**src/sv/plvf_pkg.sv**
```systemverilog
// ----------------------------------------------------------------------------
// plvf_pkg
// Shared types, constants and helpers for the Poisson leaf value fit block.
// ----------------------------------------------------------------------------
package plvf_pkg;

	localparam int MAX_LEAVES = 16;

	localparam logic [4:0]  LEAF_COUNT_RST   = 5'd16;
	localparam logic [15:0] PRESENT_MASK_RST = 16'hFFFF;

	localparam logic [63:0] ONE_Q62 = 64'h4000_0000_0000_0000;
	localparam logic [63:0] LN2_Q62 = 64'h2C5C_85FD_F473_DE6B;

	localparam logic signed [21:0] PRED_MAX = 22'sh1F_FFFF;
	localparam logic signed [21:0] PRED_MIN = 22'sh20_0000;

	localparam logic [4:0] TAYLOR_TERMS  = 5'd20;
	localparam logic [5:0] EXP_SQUARINGS = 6'd5;
	localparam logic [5:0] LOG_BITS      = 6'd40;

	typedef enum logic [0:0] {
		CFG_LEAF_COUNT   = 1'b0,
		CFG_PRESENT_MASK = 1'b1
	} cfg_reg_t;

	typedef struct packed {
		logic [4:0]  leaf_count;
		logic [15:0] present_mask;
	} cfg_t;

	// one classified observation on its way to the back end
	typedef struct packed {
		logic [23:0]        count_value;
		logic [23:0]        obs_weight;
		logic signed [20:0] x;
		logic [3:0]         leaf;
		logic               acc;
		logic               last;
	} work_t;

	function automatic logic [4:0] leaves_in_use(cfg_t c);
		return (c.leaf_count > 5'(MAX_LEAVES)) ? 5'(MAX_LEAVES) : c.leaf_count;
	endfunction

endpackage

```
**src/sv/plvf_if.sv**
```systemverilog
// ----------------------------------------------------------------------------
// plvf_if
// Valid/ready channels for observations and leaf results.
// ----------------------------------------------------------------------------
interface plvf_obs_if;
	logic               valid;
	logic               ready;
	logic [23:0]        count_value;
	logic [23:0]        obs_weight;
	logic signed [20:0] score;
	logic signed [20:0] offset_term;
	logic               in_bag;
	logic [3:0]         leaf_index;
	logic               last_obs;

	modport source (output valid, count_value, obs_weight, score, offset_term, in_bag,
		leaf_index, last_obs, input ready);
	modport sink (input valid, count_value, obs_weight, score, offset_term, in_bag,
		leaf_index, last_obs, output ready);
endinterface


```
**src/sv/plvf_front.sv**
```systemverilog
// ----------------------------------------------------------------------------
// plvf_front
// Configuration registers, observation intake and classification.
// ----------------------------------------------------------------------------
module plvf_front
	import plvf_pkg::*;
(
	input  logic       clk,
	input  logic       arst_n,
	plvf_obs_if.sink   obs,
	input  logic       cfg_we,
	input  cfg_reg_t   cfg_index,
	input  logic [15:0] cfg_data,
	output cfg_t       cfg,
	input  logic       full,
	output logic       push,
	output work_t      push_item
);

	cfg_t               cfg_q;
	logic signed [21:0] sum;
	logic signed [20:0] x_sat;

	always_ff @(posedge clk or negedge arst_n) begin
		if (!arst_n) begin
			cfg_q.leaf_count   <= LEAF_COUNT_RST;
			cfg_q.present_mask <= PRESENT_MASK_RST;
		end else if (cfg_we) begin
			case (cfg_index)
				CFG_LEAF_COUNT:   cfg_q.leaf_count   <= cfg_data[4:0];
				CFG_PRESENT_MASK: cfg_q.present_mask <= cfg_data;
				default: ;
			endcase
		end
	end

	// score + offset, clamped to [-16, 16)
	always_comb begin
		sum = {obs.score[20], obs.score} + {obs.offset_term[20], obs.offset_term};
		if (sum[21] != sum[20])
			x_sat = sum[21] ? 21'sh10_0000 : 21'sh0F_FFFF;
		else
			x_sat = sum[20:0];
	end

	always_comb begin
		push_item.count_value = obs.count_value;
		push_item.obs_weight  = obs.obs_weight;
		push_item.x           = x_sat;
		push_item.leaf        = obs.leaf_index;
		push_item.acc         = obs.in_bag && ({1'b0, obs.leaf_index} < leaves_in_use(cfg_q));
		push_item.last        = obs.last_obs;
	end

	assign obs.ready = !full;
	assign push      = obs.valid && !full;
	assign cfg       = cfg_q;

endmodule

```
**src/flat_wrapper.sv**
```systemverilog
// flat-port wrapper written by rule: the top's interface ports become plain ports
module plvf_front_flat import plvf_pkg::*;
  (clk, arst_n, cfg_we, cfg_index, cfg_data, cfg, full, push, push_item, obs_valid, obs_count_value, obs_obs_weight, obs_score, obs_offset_term, obs_in_bag, obs_leaf_index, obs_last_obs, obs_ready);
  plvf_obs_if obs_i ();
  input  logic clk;
  input  logic arst_n;
  input  logic cfg_we;
  input  cfg_reg_t cfg_index;
  input  logic [15:0] cfg_data;
  output cfg_t cfg;
  input  logic full;
  output logic push;
  output work_t push_item;
  input wire logic [$bits(obs_i.valid)-1:0] obs_valid;
  input wire logic [$bits(obs_i.count_value)-1:0] obs_count_value;
  input wire logic [$bits(obs_i.obs_weight)-1:0] obs_obs_weight;
  input wire logic [$bits(obs_i.score)-1:0] obs_score;
  input wire logic [$bits(obs_i.offset_term)-1:0] obs_offset_term;
  input wire logic [$bits(obs_i.in_bag)-1:0] obs_in_bag;
  input wire logic [$bits(obs_i.leaf_index)-1:0] obs_leaf_index;
  input wire logic [$bits(obs_i.last_obs)-1:0] obs_last_obs;
  output wire logic [$bits(obs_i.ready)-1:0] obs_ready;
  assign obs_i.valid = obs_valid;
  assign obs_i.count_value = obs_count_value;
  assign obs_i.obs_weight = obs_obs_weight;
  assign obs_i.score = obs_score;
  assign obs_i.offset_term = obs_offset_term;
  assign obs_i.in_bag = obs_in_bag;
  assign obs_i.leaf_index = obs_leaf_index;
  assign obs_i.last_obs = obs_last_obs;
  assign obs_ready = obs_i.ready;
  plvf_front u_core (.clk(clk), .arst_n(arst_n), .obs(obs_i), .cfg_we(cfg_we), .cfg_index(cfg_index), .cfg_data(cfg_data), .cfg(cfg), .full(full), .push(push), .push_item(push_item));
endmodule
```
**config.mk**
```make
export PLATFORM = sky130hd
export DESIGN_NAME = plvf_front_flat
export DESIGN_NICKNAME = d
export VERILOG_FILES = /design/src/sv/plvf_pkg.sv /design/src/sv/plvf_if.sv /design/src/sv/plvf_front.sv /design/src/flat_wrapper.sv
export SDC_FILE = /design/constraint.sdc
export NUM_CORES = 1
export LEC_CHECK = 0
export BUFFER_PORTS_ARGS = -buffer_cell sky130_fd_sc_hd__buf_4
export CORE_ASPECT_RATIO = 1.1
export CORE_UTILIZATION = 36
export DETAILED_ROUTE_END_ITERATION = 8
export GPL_TIMING_DRIVEN = 0
export PLACE_DENSITY = 0.87
export SYNTH_ARGS = -nofsm -noshare
export SYNTH_HDL_FRONTEND = slang
export SYNTH_SLANG_ARGS = --single-unit
```
**constraint.sdc**
```tcl
create_clock -name clk -period 2.6 [get_ports clk]
set_input_delay 0.39 -clock clk [delete_from_list [all_inputs] [get_ports clk]]
set_output_delay 0.39 -clock clk [all_outputs]
set_load 0.02 [all_outputs]
```
-- Word level (Yosys, flattened, before mapping)
Cells that the tools add are included.
- bits in registers: 21
- bits in latches: 0
- bits in writable memories: 0
- memory bits (read-only): 0
- bits of input ports: 118
- output and inout port bits: 98
- word-level logic and storage cells: 15
- memories: 0
- add/subtract/negate cells: 1
- multiply operators: 0
- divide/modulo/power cells: 0
- $lt $le $gt $ge: 2
- equal/unequal tests: 1
- shift operators: 0
- muxes and demuxes: 3
- bitwise operators: 1
- reduce and logical (&&, ||, !) cells: 5
- operator list (kind ; count):
    $mux 21 ; 2
    $add 21x21->22 ; 1
    $gt 5x5->1 const B ; 1
    $lt 4x5->1 ; 1
    $mux 5 ; 1
    $reduce_and 2->1 ; 2
    $logic_and 1x1->1 ; 2
    $logic_not 1->1 ; 1
    $ne 1x1->1 ; 1
    $not 1->1 ; 1

-- Depth between registers and ports, before layout
- depth in word-level cells: 4
- gate-level depth with buffers: 11
- depth with buffers taken out: 10

-- Worst setup path after synthesis
Ideal clock, no wire load.
- path kind: input-to-output
- from: in obs_offset_term[0]
- to: out push_item[9] (netlist bit)
- arrival time: 2.697 ns
- data required time: 2.210 ns
- path slack: -0.487 ns
- cell stages on the path: 10
- cell sequence: ha_1 inv_1 fa_1 nand2b_1 a21oi_2 o21ai_0 a21o_1 a221oi_4 nor2_4 o31ai_1
- RTL lines (element ; line ; RTL):
    start: declaration ; flat_wrapper.sv:18 ; input wire logic [$bits(obs_i.offset_term)-1:0] obs_offset_term;
    end: declaration ; flat_wrapper.sv:13 ; output work_t push_item;

==> impl_results.md <==
* Outcome: finished, violations left
* Peak ir drop on the vdd network at 428 uV
* Sequential standard cell area at between 500 and 600 um^2
* Final hold violations at 0
* Remaining routing DRC violations at 0
* Sum of negative setup slack at -8340 ps
* Count of warnings emitted by yosys at 0
* Worst-case setup margin in the final layout at -458 ps
* Met3 layer wire length in the routed design at between 1000 and 1500 um
* Wire length of the first global-routing pass at 15,200 um
* Max H-tree Level at 1
* Maximum clock frequency at 327 MHz
* Core outline area at 7050 um^2
* Total Nets Final at 643
* Max-cap viol count at 0
* Area Overhead vs Synth at 90.2%
* Sequential cell fraction of total power at 0.186
* Share of synthesized area occupied by flip-flops and latches at 0.206
* Die X at 83.8 um
* Number of placed cells counting well taps at 546
* Clock slew seen by the registers of the worst setup and hold paths at roughly 70 ps
* Switching share of power at 0.420
* Number of global-route vias before repair at around 3.3k
* Die height at 92.0 um
* Post-synthesis instance area at 2650 um^2
* Hold crit path type: in2reg
* Maximum number of pins on one net before global-route repair at 22
* Critical path arrival at 2670 ps
* Flip-flop and latch count after synthesis at 21
* CP Data Required Time at 2210 ps
* Fill cell count at 437
* TritonCTS Buffers at 3
* Metal-1 WL at 3800 um
* Crit Path Class: in2out
* Port Buf Inserts at 166
* CTS tree: done
* Cells taking the most area after synthesis: dfstp_2 (17%), buf_4 (15%), ha_1 (11%), mux2_2 (8.9%), a21oi_1 (4.7%)
* Library cell with the largest summed area after synthesis: dfstp_2
* Longest Clk Path Bufs at 2
* Number of diodes at 0
* Antenna viol nets, final at 0
* Effective utilization at floorplan at 0.376
* Post-synthesis cell count at 295
* Power per unit of standard cell area at roughly 470 nW/um^2
* DR vias/cell at about 5.5
* Max-slew violation count at 0
* Count of endpoints failing setup in the final report at 21
* Number of antenna violations at the first check in global routing at 0
* Share of the core filled with cells at 0.715
* Highest metal layer with signal wires: met4
* HPWL reported at the end of detailed placement at 6540 um
* Synth cell types at between 50 and 60
* Number of flip-flops in the largest register at 21
* Final wirelength at 11,300 um
* Headroom to the max-slew limit at 0.644
* Minimum setup slack after placement at -606 ps
* Worst-margin pin slew at around 530 ps
* Largest fanout of any net on the critical path at 6
* Kind of capture point of the worst setup path: output port
* Synthesized area per cell at 8.98 um^2
* Post-synth net total at 438
* Initial DRC count at 174
* Rows at 32
* Worst clock skew on the final layout at 0 ps
* Leakage power summed over all cells at 2.31 nW
* Worst hold-check slack at 356 ps
* Post-DR wirelength/cell at 19.4 um
* Type of origin of the critical path: input pin
* Clock insertion delay at the later pin of the skew report at 260 ps
* Number of ports placed on the die boundary at around 220
* Combinational power share at 0.723
* Number of clock sinks at 21
* Gpl congestion at ~0.85
* Area share of the largest cell type after synthesis at 0.169
* Psw at between 0.0009 and 0.001 W
* Unrepaired setup endpoints after global routing: yes
* Footprint of the multi-input gates at 2140 um^2
* Fraction of layout cells with a size suffix above 1 at 0.762
* Clock network fraction of design power at 0.091
* Post-route clock period utilization at 1.18
* Failing checks: negative setup slack
* Period minus WS final at around 3100 ps
* Met2 wire length at 5900 um
* Internal power contribution at roughly 0.0014 W
* Remaining global-route overflow at 0
* Non-filler instance count after layout at 584
* First-pass detailed-route iteration total at 4
* Aggregate global-route resource usage at 0.244
* CTS Root Cell: clkbuf_8
* Area of the die at between 7000 and 8000 um^2
* Total number of vias at roughly 3.2k
-- through the flow --
step                      cell area (um^2)  power, W
after floorplan                       2800   0.00125
after global placement                4150   0.00169
after detailed placement              4150   0.00171
after CTS                             4770   0.00217
after global routing                  5040   0.00244
final                                 5040   0.00235
-- layout by cell type (no fill, tap or decap), types with 2 or more instances in the layout --
master    synthesis  final
ha_4              0     13
nand4_1           3      3
and3_4            1      2
maj3_2            0      4
a21oi_1          25     12
dfstp_2          17     17
nand2_1          16     14
dfrtp_1           4      4
mux2_2           21     21
o21ai_4           0      3
nand2b_1          7      6
a21oi_2           8      5
and2_1            3      2
ha_2              0      3
xor2_1            7      7
nor2b_1           4      3
a21o_1            8      8
inv_2             0      2
o21ai_2           0      7
nor2_1            9      8
clkbuf_8          0      3
o21a_1            3      3
nand2_4           1      2
xnor2_1           8      8
a221oi_4          1      2
a21oi_4           0     16
buf_4            54    223
o31ai_4           0      2
nor2_4            1      2
clkbuf_1          1      2
inv_1             7      5
o21ai_0          14      5
buf_12            0      3
nand3_1           5      5
o21ai_1           4      3
ha_1             24      8
buf_6             4     34
a211oi_1          4      3
-- timing repair --
action                                  CTS  global route
endpoints found under the setup margin   21            21
gates cloned                              1             0
hold buffers                              1             0
setup buffers                            25            13
gates resized for setup                  78            34
pin swaps                                33            17
hold endpoints to repair                  4             0
-- worst paths after layout --
check | from | endpoint | slack [ps] | depth (start not counted)
min reg2reg | u_core.cfg[18] | u_core.cfg[18] | 550 | 1
min | cfg_data[10] | u_core.cfg[10] | 360 | 2
max reg2reg | u_core.cfg[20] | u_core.cfg[20] | 1800 | 1
min in group asynchronous | arst_n | u_core.cfg[19] | 540 | 2
max in group asynchronous | arst_n | u_core.cfg[2] | 1790 | 2
max | obs_score[0] | push_item[13] | -460 | 14
-- logic make-up (layout without fill, tap and decap cells) --
group,after synthesis,count (layout),synth area share
AO/OA/AOI/OAI,82,82,0.214
buffers and inverters,71,275,0.191
AND/OR/NAND/NOR,56,56,0.113
adder cells (fa/ha/maj),29,29,0.136
multiplexers,21,21,0.0893
flip-flops,21,21,0.206
XOR/XNOR,15,15,0.0496
-- synthesized netlist by cell type, drive strengths merged --
cell	count
a211oi	4
a21boi	1
a21o	8
a21oi	33
a221oi	4
a311oi	1
a31oi	2
a32o	1
and2	3
and3	2
and4	1
buf	62
clkbuf	2
dfrtp	4
dfstp	17
fa	1
ha	24
inv	7
maj3	4
mux2	21
nand2	18
nand2b	7
nand3	5
nand3b	1
nand4	3
nor2	10
nor2b	4
nor3	1
nor3b	1
o2111ai	1
o211ai	2
o21a	3
o21ai	18
o22ai	1
o311a	1
o31ai	2
xnor2	8
xor2	7
-- critical path, cell delays in order --
cell      delay, ps
buf_8            80
ha_4            140
inv_2            40
fa_2            350
nand2b_4        170
a21oi_4         160
o21ai_2          90
a21o_1          200
a221oi_4        280
buf_6           190
nand2_8         100
buf_6           160
a21oi_4         150
buf_6           140
-- routing by layer --
layer  GRT usage  vias up
met5           0        -
met4       0.141        0
met3      0.0603       66
met2       0.474      245
met1       0.228     1505
li1            -     1409
-- final cells by class --
cell class | instances | area share
multi-input combinational | 203 | 0.425
timing repair buffer | 206 | 0.340
sequential | 21 | 0.109
buffer | 58 | 0.0914
tap | 85 | 0.0211
clock buffer | 4 | 0.00894
inverter | 7 | 0.00522
-- power groups by stage --
stage / combinational [W] / sequential (W) / clock, W
2_1_floorplan: 0.000753 / 0.000499 / 0
3_3_place_gp: 0.00125 / 0.000437 / 0
3_5_place_dp: 0.00127 / 0.000442 / 0
4_1_cts: 0.00152 / 0.000437 / 0.000220
5_1_grt: 0.00177 / 0.000444 / 0.000229
6_report: 0.00170 / 0.000437 / 0.000214
Note: power is estimated with default switching activity, not from simulation.
