`config.mk`:
```
export PLATFORM = sky130hd
export DESIGN_NAME = plvf_fifo
export DESIGN_NICKNAME = d
export VERILOG_FILES = /design/src/sv/plvf_pkg.sv /design/src/sv/plvf_fifo.sv
export SDC_FILE = /design/constraint.sdc
export NUM_CORES = 1
export LEC_CHECK = 0
export BUFFER_PORTS_ARGS = -buffer_cell sky130_fd_sc_hd__buf_4
export CAP_MARGIN = 20
export CORE_MARGIN = 4
export CORE_UTILIZATION = 49
export DETAILED_ROUTE_END_ITERATION = 16
export MAX_ROUTING_LAYER = met4
export PLACE_DENSITY = 0.75
export SLEW_MARGIN = 20
export SYNTH_ARGS = -nofsm -noshare
export SYNTH_HDL_FRONTEND = slang
export SYNTH_SLANG_ARGS = --single-unit
export TNS_END_PERCENT = 10
```
`constraint.sdc`:
```
create_clock -name clk -period 5.56 [get_ports clk]
set_input_delay 1.39 -clock clk [delete_from_list [all_inputs] [get_ports clk]]
set_output_delay 1.39 -clock clk [all_outputs]
set_load 0.01 [all_outputs]
```
`src/sv/plvf_pkg.sv`:
```
// ----------------------------------------------------------------------------
// plvf_pkg
// Shared types, constants and helpers for the Poisson leaf value fit block.
// ----------------------------------------------------------------------------
package plvf_pkg;

	localparam int MAX_LEAVES = 16;

	localparam logic [4:0]  LEAF_COUNT_RST   = 5'd16;
	localparam logic [15:0] PRESENT_MASK_RST = 16'hFFFF;

	localparam logic [63:0] ONE_Q62 = 64'h4000_0000_0000_0000;
	localparam logic [63:0] LN2_Q62 = 64'h2C5C_85FD_F473_DE6B;

	localparam logic signed [21:0] PRED_MAX = 22'sh1F_FFFF;
	localparam logic signed [21:0] PRED_MIN = 22'sh20_0000;

	localparam logic [4:0] TAYLOR_TERMS  = 5'd20;
	localparam logic [5:0] EXP_SQUARINGS = 6'd5;
	localparam logic [5:0] LOG_BITS      = 6'd40;

	typedef enum logic [0:0] {
		CFG_LEAF_COUNT   = 1'b0,
		CFG_PRESENT_MASK = 1'b1
	} cfg_reg_t;

	typedef struct packed {
		logic [4:0]  leaf_count;
		logic [15:0] present_mask;
	} cfg_t;

	// one classified observation on its way to the back end
	typedef struct packed {
		logic [23:0]        count_value;
		logic [23:0]        obs_weight;
		logic signed [20:0] x;
		logic [3:0]         leaf;
		logic               acc;
		logic               last;
	} work_t;

	function automatic logic [4:0] leaves_in_use(cfg_t c);
		return (c.leaf_count > 5'(MAX_LEAVES)) ? 5'(MAX_LEAVES) : c.leaf_count;
	endfunction

endpackage

```
`src/sv/plvf_fifo.sv`:
```
// ----------------------------------------------------------------------------
// plvf_fifo
// Two-entry queue of classified observations between front and back end.
// ----------------------------------------------------------------------------
module plvf_fifo
	import plvf_pkg::*;
(
	input  logic  clk,
	input  logic  arst_n,
	input  logic  push,
	input  work_t push_item,
	output logic  full,
	input  logic  pop,
	output logic  empty,
	output work_t head
);

	work_t      mem_q [2];
	logic       wptr_q;
	logic       rptr_q;
	logic [1:0] cnt_q;

	always_ff @(posedge clk) begin
		if (push)
			mem_q[wptr_q] <= push_item;
	end

	always_ff @(posedge clk or negedge arst_n) begin
		if (!arst_n) begin
			wptr_q <= 1'b0;
			rptr_q <= 1'b0;
			cnt_q  <= 2'd0;
		end else begin
			if (push)
				wptr_q <= !wptr_q;
			if (pop)
				rptr_q <= !rptr_q;
			cnt_q <= cnt_q + 2'(push) - 2'(pop);
		end
	end

	assign full  = (cnt_q == 2'd2);
	assign empty = (cnt_q == 2'd0);
	assign head  = mem_q[rptr_q];

endmodule

```
# Yosys cells after proc, flatten, opt, wreduce, memory -nomap -nowiden
# Memory sizes are Yosys's and may differ from the RTL's.
# Cells that the tools add are included.
[word_totals] mem_count=1 mem_bits_rw=150 latchBits=0 inputBits=79 romBits=0 register_bits=4 wordCells=12 output_inout_bits=77
[memory_table] memory="mem_q" words=2 word_bits=75 read_ports=1 rd_clocked_by_memory_dff=0 wr=1 line="plvf_fifo.sv:18" source="work_t mem_q [2];"
[classes] n_shift=0 n_mul=0 eq_ne=1 addsub=2 div=0 n_reduce_logical=3 muxes=2 n_lt_le_gt_ge=0 bitwise=0
[op_table] op="2-bit by 1-bit adder with 2-bit output" count=1
[op_table] op="2-bit == test, second input constant" count=1
[op_table] op="1-bit zero test" count=2
[op_table] op="2-bit zero test" count=1
[op_table] op="1-bit two-way mux" count=2
[op_table] op="2-bit by 1-bit subtractor with 2-bit output" count=1

# Depth between registers and ports, before layout
# Gate-level depths: netlist of the first run.
[logic_depth] word_depth=2 ltp_mapped=5 ltp_nobuf=5

# Worst setup path before layout of the first run
# OpenSTA, ideal clock, no wires.
[synth_timing] kind="input-to-reg" start="input push" end="memory mem_q[0][0] (netlist bit), enable pin" t_required_ns=5.042 path_buffers=0 t_arrival_ns=4.674 setup_ns=0.518 path_slack_ns=0.368 cell_stages=1 path_cell_list="nor2b_1"
[synth_via] elab_chain_cells=2
[synth_rtl] item="start, declared" line="plvf_fifo.sv:10" source="input logic push,"
[synth_rtl] item="1-bit two-way mux" line="plvf_fifo.sv:24" source="if (push)"
[synth_rtl] item="1-bit two-way mux (implied by the code)" line="plvf_fifo.sv:25" source="mem_q[wptr_q] <= push_item;"
[synth_rtl] item="end, declared" line="plvf_fifo.sv:18"
# No other way between the ends.

==> summary.md, run 1 <==
| Metric | Value |
|---|---|
| Fin crit share | 0.691 |
| Worst-Skew Late Latency | 0.41 ns |
| Grt met3 use | 0.0451 |
| Synth Net Count | 329 |
| Antenna cells | 0 |
| Row count | 39 |
| Arrival time at the worst endpoint | 2.45 ns |
| Avg Inst Size Synth | 23.2 um^2 |
| Critical Path Most Common Cell | buf_4 |
| Top Ports | 156 |
| Met1 Use GR | 0.188 |
| Reg power frac | 0.427 |
| Hold-fix buffers at CTS | 0 |
| Filler cells | 761 |
| DRC viols | 0 |
| Port Buffers | 155 |
| Sum Neg Setup Slack | 0 ns |
| TritonCTS clock tree | built |
| Clk_skew | 0.00628 ns |
| XOR/XNOR Fraction of Synth Area | 0.00716 |
| Routed len/inst | 17.0 um |
| Global-route wire length before repair | 14,400 um |
| Clock Sinks | 154 |
| # H-tree levels | 4 |
| WL final | 9760 um |
| Met2 usage | 0.228 |
| Relative slew slack | 0.316 |
| P&R area growth vs syn | 33.4% |
| Largest family of logic cells by synthesized area | multiplexers |
| Status | finished clean |
| DIE WIDTH | roughly 120 um |
| Cell Area, Placed | 7080 um^2 |
| Crit-path cells | buf_4 > mux2_4 > buf_4 |
| Vias | 2,796 |
| Mapped cell area | 5760 um^2 |
| Initial antenna violation count | 0 |
| DR vias/cell | 4.88 |
| Seq/Total Area, Yosys | 0.799 |
| Crit Path Class | flop to output pin |
| DRT iter0 DRCs | 158 |
| Post-route minimum period | around 3.8 ns |
| Util after Layout | 0.671 |
| Slew Limit Fails | 0 |
| # Max-Cap Violations | 0 |
| Most frequent cells in the layout | 156 x buf_4, 150 x edfxtp_1, 40 x mux2_4 |
| Largest net degree at the start of global routing | 76 |
| Postcts setup bufs | 0 |
| Placer's final routability congestion estimate | around 0.74 |
| Finish-stage setup viols | 0 |
| Clk slew on worst S/H paths | ~0.060 ns |
| Final Hold Viols | 0 |
| Final #Nets | 498 |
| Die area | 13,600 um^2 |
| DR pass1 iterations | 4 |
| Mux cell area share after synthesis | 0.173 |
| Clock power frac | 0.282 |
| Sw Ratio | 0.263 |
| Peak supply drop | 0.262 mV |
| HPWL Detailed | 6370 um |
| Syn. warnings | 0 |
| Crit Path Max Fanout | 58 |
| Cts repair resizes | 0 |
| CP Launch Type | flop |
| Most common cell after layout, fill and taps aside | buf_4 |
| Distinct cells, synth | 14 |
| Floorplan core area | around 11,000 um^2 |
| Fmax achieved | 260 MHz |
| Final instance area | 7690 um^2 |
| Starting Density | 0.503 |
| Root Buffer Master | clkbuf_16 |
| Share of cells above drive strength 1 | 0.609 |
| Post-synthesis adder-cell area fraction | 0.00434 |
| P_int | ~3 mW |
| Hold crit path type | flop to flop |
| Post-Synth Simple-Gate Area | 0.00391 |
| Gr usage total | 0.149 |
| RSZ-0062 raised after global routing | no |
| Pwr per Cell Area | 517 nW/um^2 |
| Synth Register Bits | 154 |
| Net switching power | 1.04 mW |
| Worst slew pin tran | 1.03 ns |
| Critical path's largest stage delay | between 1 and 1.5 ns |
| Compound-Gate Fraction of Synth Area | 0 |
| Critical Path Sink Type | output pin |
| CP max-delay cell | dfrtp_4 |
| Critical path required time | 4.17 ns |
| Post-Synthesis Cells | between 200 and 250 |
| Busiest layer in global routing | met2 |
| CTS buffer count | 17 |
| Clk buf depth | 2 |
| CP bufs+invs | 2 |
| Comb pwr share | 0.291 |
| Routed Antenna Nets | 0 |
| Leakage | 3.03 nW |
| CP top delay family | flip-flops |
| Die H | between 100 and 150 um |
| Vias in the first global route | ~2,900 |
| GRT overflow | 0 |
-- cell usage after synthesis, drive strengths merged --
| cell | instances | area [um^2] |
|---|---|---|
| edfxtp | 150 | 4500 |
| mux2 | 75 | 995 |
| buf | 8 | 67.6 |
| dfrtp | 4 | 100 |
| ha | 2 | 25.0 |
| inv | 2 | 7.51 |
| nor2b | 2 | 12.5 |
| xor2 | 2 | 17.5 |
| and2 | 1 | 6.26 |
| nor2 | 1 | 3.75 |
| xor3 | 1 | 23.8 |
-- stage by stage --
| step | setup slack (ns) | hold WS, ns | total power, mW | std cells |
|---|---|---|---|---|
| floorplan | 0.368 | 0.455 | 2.39 | 248 |
| global placement | 2.16 | 0.529 | 2.87 | 540 |
| detailed placement | 2.14 | 0.541 | 2.89 | 540 |
| CTS | 1.69 | 0.552 | 4.01 | 572 |
| global route | 1.62 | 0.576 | 4.16 | 573 |
| finish | 1.72 | 0.549 | 3.97 | 573 |
-- final cells by class --
type	instances	area, um^2	share of cell area
sequential	154	4610	0.599
clock buffer	18	429	0.0558
timing repair buffer	158	1220	0.158
tap	143	179	0.0233
multi-input combinational	84	1090	0.142
inverter	2	7.51	0.000976
clock inverter	14	154	0.0200
-- state kept, by name, summed over array words and instances (netlist names) --
register  count
mem_q       150
cnt_q         2
rptr_q        1
wptr_q        1
-- power by group through the flow --
stage | Clock (mW) | Sequential [mW] | Combinational (mW)
finish | 1.12 | 1.70 | 1.16
global route | 1.20 | 1.72 | 1.23
CTS | 1.14 | 1.70 | 1.17
detailed placement | 0 | 1.73 | 1.16
global placement | 0 | 1.72 | 1.16
floorplan | 0 | 1.63 | 0.763
-- metal layers --
layer / vias to the layer above / routed length [um] / share of wire
met4: 0 / 76 / 0.0078
li1: 1318 / - / -
met1: 1358 / 4230 / 0.43
met3: 8 / 764 / 0.078
met2: 112 / 4690 / 0.48
met5: - / 0 / 0
-- cells by family after synthesis --
logic type	Yosys count
mux	75
xor+xnor	3
simple gates	4
flops	154
buf+inv	10
fa+ha+maj	2
-- worst paths after layout --
check / startpoint / to / slack, ns / depth (start not counted)
worst min-delay path: wptr_q$_DFFE_PN0P_ / wptr_q$_DFFE_PN0P_ / 0.55 / 1
worst max-delay path: rptr_q$_DFFE_PN0P_ / head[39] / 1.72 / 3
worst max register to register: wptr_q$_DFFE_PN0P_ / mem_q[1][30]$_DFFE_PP_ / 3.86 / 1
worst min register to register: wptr_q$_DFFE_PN0P_ / wptr_q$_DFFE_PN0P_ / 0.55 / 1
min in group asynchronous: arst_n / cnt_q[0]$_DFF_PN0_ / 0.77 / 1
max in group asynchronous: arst_n / rptr_q$_DFFE_PN0P_ / 4.67 / 1
Note: power is estimated with default switching activity, not from simulation.
==> inputs of run 2 (changes only) <==
ABC_AREA = 1   (was unset)
clock period = 4 ns   (was 5.56 ns; I/O delays follow)
==> run 2 against run 1 <==
Die area is 0.52% higher. Wire length grew 9.3%. Area after synthesis increased by 0.56%. Hold slack got worse by 0.18 ns. Largest power group unchanged. Highest routed layer unchanged.
==> summary.md, run 2 <==
| Metric | Value |
|---|---|
| Crit Path Max Fanout | 86 |
| Asr flop ratio synth | 0.0260 |
| Antenna cells | 0 |
| Clock Sinks | 154 |
| Worst slew pin tran | 0.626 ns |
| Post-route minimum period | approximately 3 ns |
| Biggest regs | mem_q: 150 flops, cnt_q: 2 flops |
| Post-synth top area share | 0.777 |
| Status | finished clean |
| # Max-Cap Violations | 0 |
| Port Buffers | 155 |
| CP max-delay cell | dfrtp_4 |
| Leakage | 3.28 nW |
| Most common cell in the netlist | edfxtp_1 |
| RSZ-0062 raised after global routing | no |
| Post-Synthesis Cells | 416 |
| P&R area growth vs syn | 32.7% |
| Synth Net Count | 497 |
| Postcts setup bufs | 0 |
| Fmax achieved | 333 MHz |
| Sw Ratio | 0.292 |
| Sum Neg Setup Slack | 0 ns |
| CP top delay family | flip-flops |
| Reg with most FFs | mem_q |
| Routed len/inst | 14.5 um |
| DIE WIDTH | 117 um |
| Top_reg_cell synth | edfxtp_1 |
| Clk buf depth | 2 |
| Clk_skew | 0.00716 ns |
| Largest net degree at the start of global routing | 87 |
| Fin crit share | 0.751 |
| Mapped cell area | just under 6000 um^2 |
| Filler cells | 808 |
| Routed Antenna Nets | 0 |
| Top Ports | 156 |
| Arrival time at the worst endpoint | ~2 ns |
| Syn. warnings | 0 |
| TritonCTS clock tree | built |
| Root Buffer Master | clkbuf_16 |
| DRC viols | 0 |
| Synth Register Bits | ~150 |
| CTS buffer count | 17 |
| Crit-path cells | buf_12 > nand2_1 > o21ai_0 > buf_4 |
| HPWL Detailed | 7160 um |
| Finish-stage setup viols | 0 |
| DR vias/cell | 4.64 |
| Hold crit path type | input pin to asynchronous set/reset pin |
| Clock power frac | 0.303 |
| Floorplan core area | 11,500 um^2 |
| Worst-Skew Late Latency | ~0.42 ns |
| Final Hold Viols | 0 |
| Final #Nets | 660 |
| Gr usage total | 0.166 |
| WL final | 10,700 um |
| CP Launch Type | flop |
| Die area | 13,600 um^2 |
| Hold-fix buffers at CTS | 0 |
| Avg Inst Size Synth | 13.9 um^2 |
| Most area-consuming cells after synthesis | edfxtp_1 78%, o21ai_0 6.5%, inv_1 5.3%, nand2_1 5.2%, dfrtp_1 1.7% |
| Total power | 5.58 mW |
| DR pass1 iterations | 4 |
| Slew Limit Fails | 0 |
| Max reg flops | 150 |
| Sequential cell area | 4610 um^2 |
| Commonest cells post-synth | 150 x edfxtp_1, 82 x inv_1, 81 x nand2_1 |
| Placer's final routability congestion estimate | 0.740 |
| Most frequent cells in the layout | 159 x buf_4, 150 x edfxtp_1, 81 x inv_1, 81 x nand2_1, 75 x o21ai_0 |
| Starting Density | 0.503 |
| Global-route wire length before repair | 16,200 um |
| Post-synth top area cell | edfxtp_1 |
| Seq/Total Area, Yosys | 0.794 |
| Relative slew slack | 0.583 |
| Post-synth EDFFs | 150 |
| Vias in the first global route | 3,295 |
| P_int | 3.95 mW |
| DRT iter0 DRCs | 214 |
| Row count | 39 |
| Critical path required time | 3.00 ns |
| Initial antenna violation count | 0 |
| Pwr per Cell Area | 726 nW/um^2 |
| # H-tree levels | 4 |
| CP bufs+invs | 2 |
| Vias | 3,411 |
| Comb pwr share | 0.284 |
| Reg power frac | 0.413 |
| Cts repair resizes | 0 |
| GRT overflow | 0 |
| Multi-input logic area | 746 um^2 |
| Share of cells above drive strength 1 | 0.323 |
| Distinct cells, synth | 14 |
| Clk slew on worst S/H paths | approximately 0.06 ns |
| Crit Path Class | flop to output pin |
| Die H | 117 um |
| Peak supply drop | 0.403 mV |
| Most common cell after layout, fill and taps aside | buf_4 |
| Critical Path Sink Type | output pin |
| Net switching power | 1.63 mW |
| Critical path's largest stage delay | 0.80 ns |
run 2: cell types whose count changed in the layout (fill, tap and decap cells not counted), moves of 2 or more:
cell / delta
mux2_4: -40
bufinv_16: +2
inv_1: +79
o21ai_0: +75
nand2_1: +81
mux2_2: -35
clkinv_2: +2
clkinv_1: -3
buf_4: +3
run 2: routing by layer:
layer  GRT usage  vias to the layer above  share of wire
met5           -                        -              0
met4      0.0719                        0          0.021
met3      0.0591                       21          0.083
met2       0.259                      123           0.50
met1       0.196                     1543           0.40
li1            -                     1724              -
run 2: power groups by stage:
stage	Combinational, mW	Sequential [mW]	Clock (mW)
2_1_floorplan	0.907	2.26	0
3_3_place_gp	1.58	2.33	0
3_5_place_dp	1.61	2.34	0
4_1_cts	1.62	2.31	1.72
5_1_grt	1.76	2.35	1.81
6_report	1.59	2.31	1.69
run 2: final cells by class:
class,count,share of cell area
flip-flops and latches,154,0.599
repair buffers,160,0.158
multi-input cells,164,0.0970
clock buffers,19,0.0563
inverters,82,0.0402
clock inverters,13,0.0260
well taps,143,0.0233
run 2: cell families (layout without fill, tap and decap cells):
group,count (synthesis),count (layout),share of synthesized area
xor gates and xnor gates,2,2,0.00302
and+or+nand+nor,85,85,0.0553
adders and majority gates,2,2,0.00432
buffers and inverters,98,274,0.0782
AOI/OAI and AO/OA,75,75,0.0648
DFF,154,154,0.794
run 2: path summary, 6_finish.rpt:
kind | start | endpoint | slack [ns] | depth (start not counted)
max | rptr_q$_DFFE_PN0P_ | head[33] | 0.99 | 4
max in group asynchronous | arst_n | rptr_q$_DFFE_PN0P_ | 3.51 | 1
min | arst_n | cnt_q[0]$_DFF_PN0_ | 0.37 | 1
min reg2reg | wptr_q$_DFFE_PN0P_ | wptr_q$_DFFE_PN0P_ | 0.55 | 1
max reg2reg | wptr_q$_DFFE_PN0P_ | mem_q[1][35]$_DFFE_PP_ | 2.17 | 3
min in group clk | wptr_q$_DFFE_PN0P_ | wptr_q$_DFFE_PN0P_ | 0.55 | 1
run 2: stage by stage:
| stage | cells | util | worst slack [ns] | hold slack (ns) | area [um^2] |
|---|---|---|---|---|---|
| 2_1_floorplan | 416 | - | 0.607 | 0.481 | 5800 |
| 3_3_place_gp | 703 | 0.613 | 1.45 | 0.534 | 7060 |
| 3_5_place_dp | 703 | 0.613 | 1.43 | 0.537 | 7060 |
| 4_1_cts | 735 | 0.668 | 0.972 | 0.350 | 7690 |
| 5_1_grt | 735 | 0.668 | 0.784 | 0.352 | 7690 |
| 6_report | 735 | 0.668 | 0.995 | 0.372 | 7690 |
==> inputs of run 3 (changes only) <==
ABC_AREA = 0   (was 1)
clock period = 3 ns   (was 4 ns; I/O delays follow)
==> run 3 against run 2 <==
Sequential share of layout area shrank 0.21 points. Register-to-register slack got worse by 0.73 ns. Sequential power grew 32%. Via count is 17% lower. Setup slack worse by 0.76 ns. Critical path type unchanged. Critical endpoint is now head[0]. Largest power group unchanged.
==> summary.md, run 3 (same netlist as run 1, synthesis figures left out) <==
| Metric | Value |
|---|---|
| Status | finished clean |
| Routed Antenna Nets | 0 |
| CP Launch Type | flop |
| Clk buf depth | 2 |
| Reg2Reg Depth | 2 |
| Pre-CTS setup slack | 0.635 ns |
| DR vias/cell | 4.89 |
| CP endpoint | head[0] |
| Max reg flops | 150 |
| Post-route minimum period | 2.77 ns |
| Clk slew on worst S/H paths | 0.05 ns |
| Fin crit share | 0.922 |
| P&R area growth vs syn | 33.9% |
| Final #Nets | 502 |
| Critical path depth in cells | 3 |
| Fmax achieved | roughly 360 MHz |
| Die area | between 10,000 and 15,000 um^2 |
| Placer's final routability congestion estimate | 0.691 |
| Relative slew slack | 0.618 |
| Leakage | 3.06 nW |
| Die H | 116 um |
| Peak supply drop | approximately 0.65 mV |
| Clk_skew | around 0.0047 ns |
| Floorplan core area | 11,500 um^2 |
| R2R Path End | mem_q[1][74]$_DFFE_PP_ |
| Vias | 2,815 |
| DRT iter0 DRCs | about 150 |
| CP startpoint | rptr_q$_DFFE_PN0P_ |
| Critical Path Sink Type | output pin |
| Inst Count DP | 545 |
| Worst-Skew Late Latency | roughly 0.40 ns |
| Most common cell after layout, fill and taps aside | buf_4 |
| Top Ports | 156 |
| Clock Sinks | 154 |
| WHS | 0.127 ns |
| Biggest regs | mem_q: 150 flops, cnt_q: 2 flops |
| # H-tree levels | 4 |
| DR pass1 iterations | 4 |
| CTS buffer count | 17 |
| Finish-stage setup viols | 0 |
| Filler cells | 789 |
| Share of cells above drive strength 1 | 0.610 |
| Largest net degree at the start of global routing | 45 |
| Initial antenna violation count | 0 |
| CP max-delay cell | dfrtp_4 |
| Root Buffer Master | clkbuf_16 |
| Vias in the first global route | 2,975 |
| Setup ws final | 0.233 ns |
| Port Buffers | 155 |
| Antenna cells | 0 |
| Critical path's largest stage delay | 0.76 ns |
| RSZ-0062 raised after global routing | no |
| Slew Limit Fails | 0 |
| Row count | 39 |
| Postcts setup bufs | 0 |
| GRT overflow | 0 |
| DRC viols | 0 |
| Cell Area, Placed | 7130 um^2 |
| WL final | 9930 um |
| Worst r2r src | wptr_q$_DFFE_PN0P_ |
| Crit Path Class | flop to output pin |
| TritonCTS clock tree | built |
| Starting Density | 0.503 |
| Routed len/inst | 17.2 um |
| Cts repair resizes | 0 |
| Sum Neg Setup Slack | 0 ns |
| Hold-fix buffers at CTS | 0 |
| Global-route wire length before repair | roughly 15,000 um |
| CP bufs+invs | 2 |
| Reg with most FFs | mem_q |
| Pwr per Cell Area | 961 nW/um^2 |
| Gr usage total | 0.153 |
| Most frequent cells in the layout | 160 x buf_4, 150 x edfxtp_1, 40 x mux2_4 |
| Util after Layout | 0.673 |
| Critical Path Most Common Cell | buf_4 |
| Worst slew pin tran | 0.572 ns |
| DIE WIDTH | 116 um |
| Final Hold Viols | 0 |
| HPWL Detailed | about 6900 um |
| # Max-Cap Violations | 0 |
| Final instance area | 7720 um^2 |
| Total power | approximately 7.4 mW |
| Arrival time at the worst endpoint | 2.02 ns |
| Crit Path Max Fanout | 29 |
| Critical path required time | about 2.3 ns |
| Final non-filler cell total | 576 |
| CP top delay family | flip-flops |
| Hold crit path type | input pin to asynchronous set/reset pin |
| Crit-path cells | buf_4 > mux2_2 > buf_4 |
| R2R setup slack | 1.44 ns |
## run 3: changes by cell type in the layout (fill, tap and decap cells not counted), moves of 2 or more
cell,change
nand2_1,-81
inv_1,-79
mux2_4,+40
o21ai_0,-75
clkinv_1,+4
clkinv_4,-2
mux2_2,+35
clkinvlp_4,-2
## run 3: how the worst min path moves through the flow
stage                         end  slack (ns)  cells past startpoint
3_5_place_dp   wptr_q$_DFFE_PN0P_        0.54                      1
2_1_floorplan  cnt_q[0]$_DFF_PN0_        0.45                      0
3_3_place_gp   wptr_q$_DFFE_PN0P_        0.53                      1
6_report       cnt_q[0]$_DFF_PN0_        0.13                      1
5_1_grt        cnt_q[0]$_DFF_PN0_        0.11                      1
4_1_cts        cnt_q[0]$_DFF_PN0_        0.11                      1
## run 3: layout make-up
type	instances	area, um^2	share of cell area
inverter	2	7.51	0.000973
clock inverter	13	158	0.0204
clock buffer	18	429	0.0556
tap	143	179	0.0232
multi-input combinational	84	1090	0.142
sequential	154	4610	0.597
timing repair buffer	162	1240	0.161
## run 3: metal layers
layer  routed length [um]  share of wire  vias to the layer above  track usage
met3                  820          0.083                       13       0.0503
met4                  151          0.015                        0       0.0650
li1                     -              -                     1327            -
met2                 4990           0.50                      110        0.241
met1                 3960           0.40                     1365        0.181
met5                    0              0                        -            -
## run 3: report_power, final
part	internal, mW	switching [mW]	leakage (nW)
Combinational	1.29	0.967	1.32
Clock	1.36	0.728	0.288
Sequential	2.86	0.202	1.45
Total	5.52	1.90	3.06
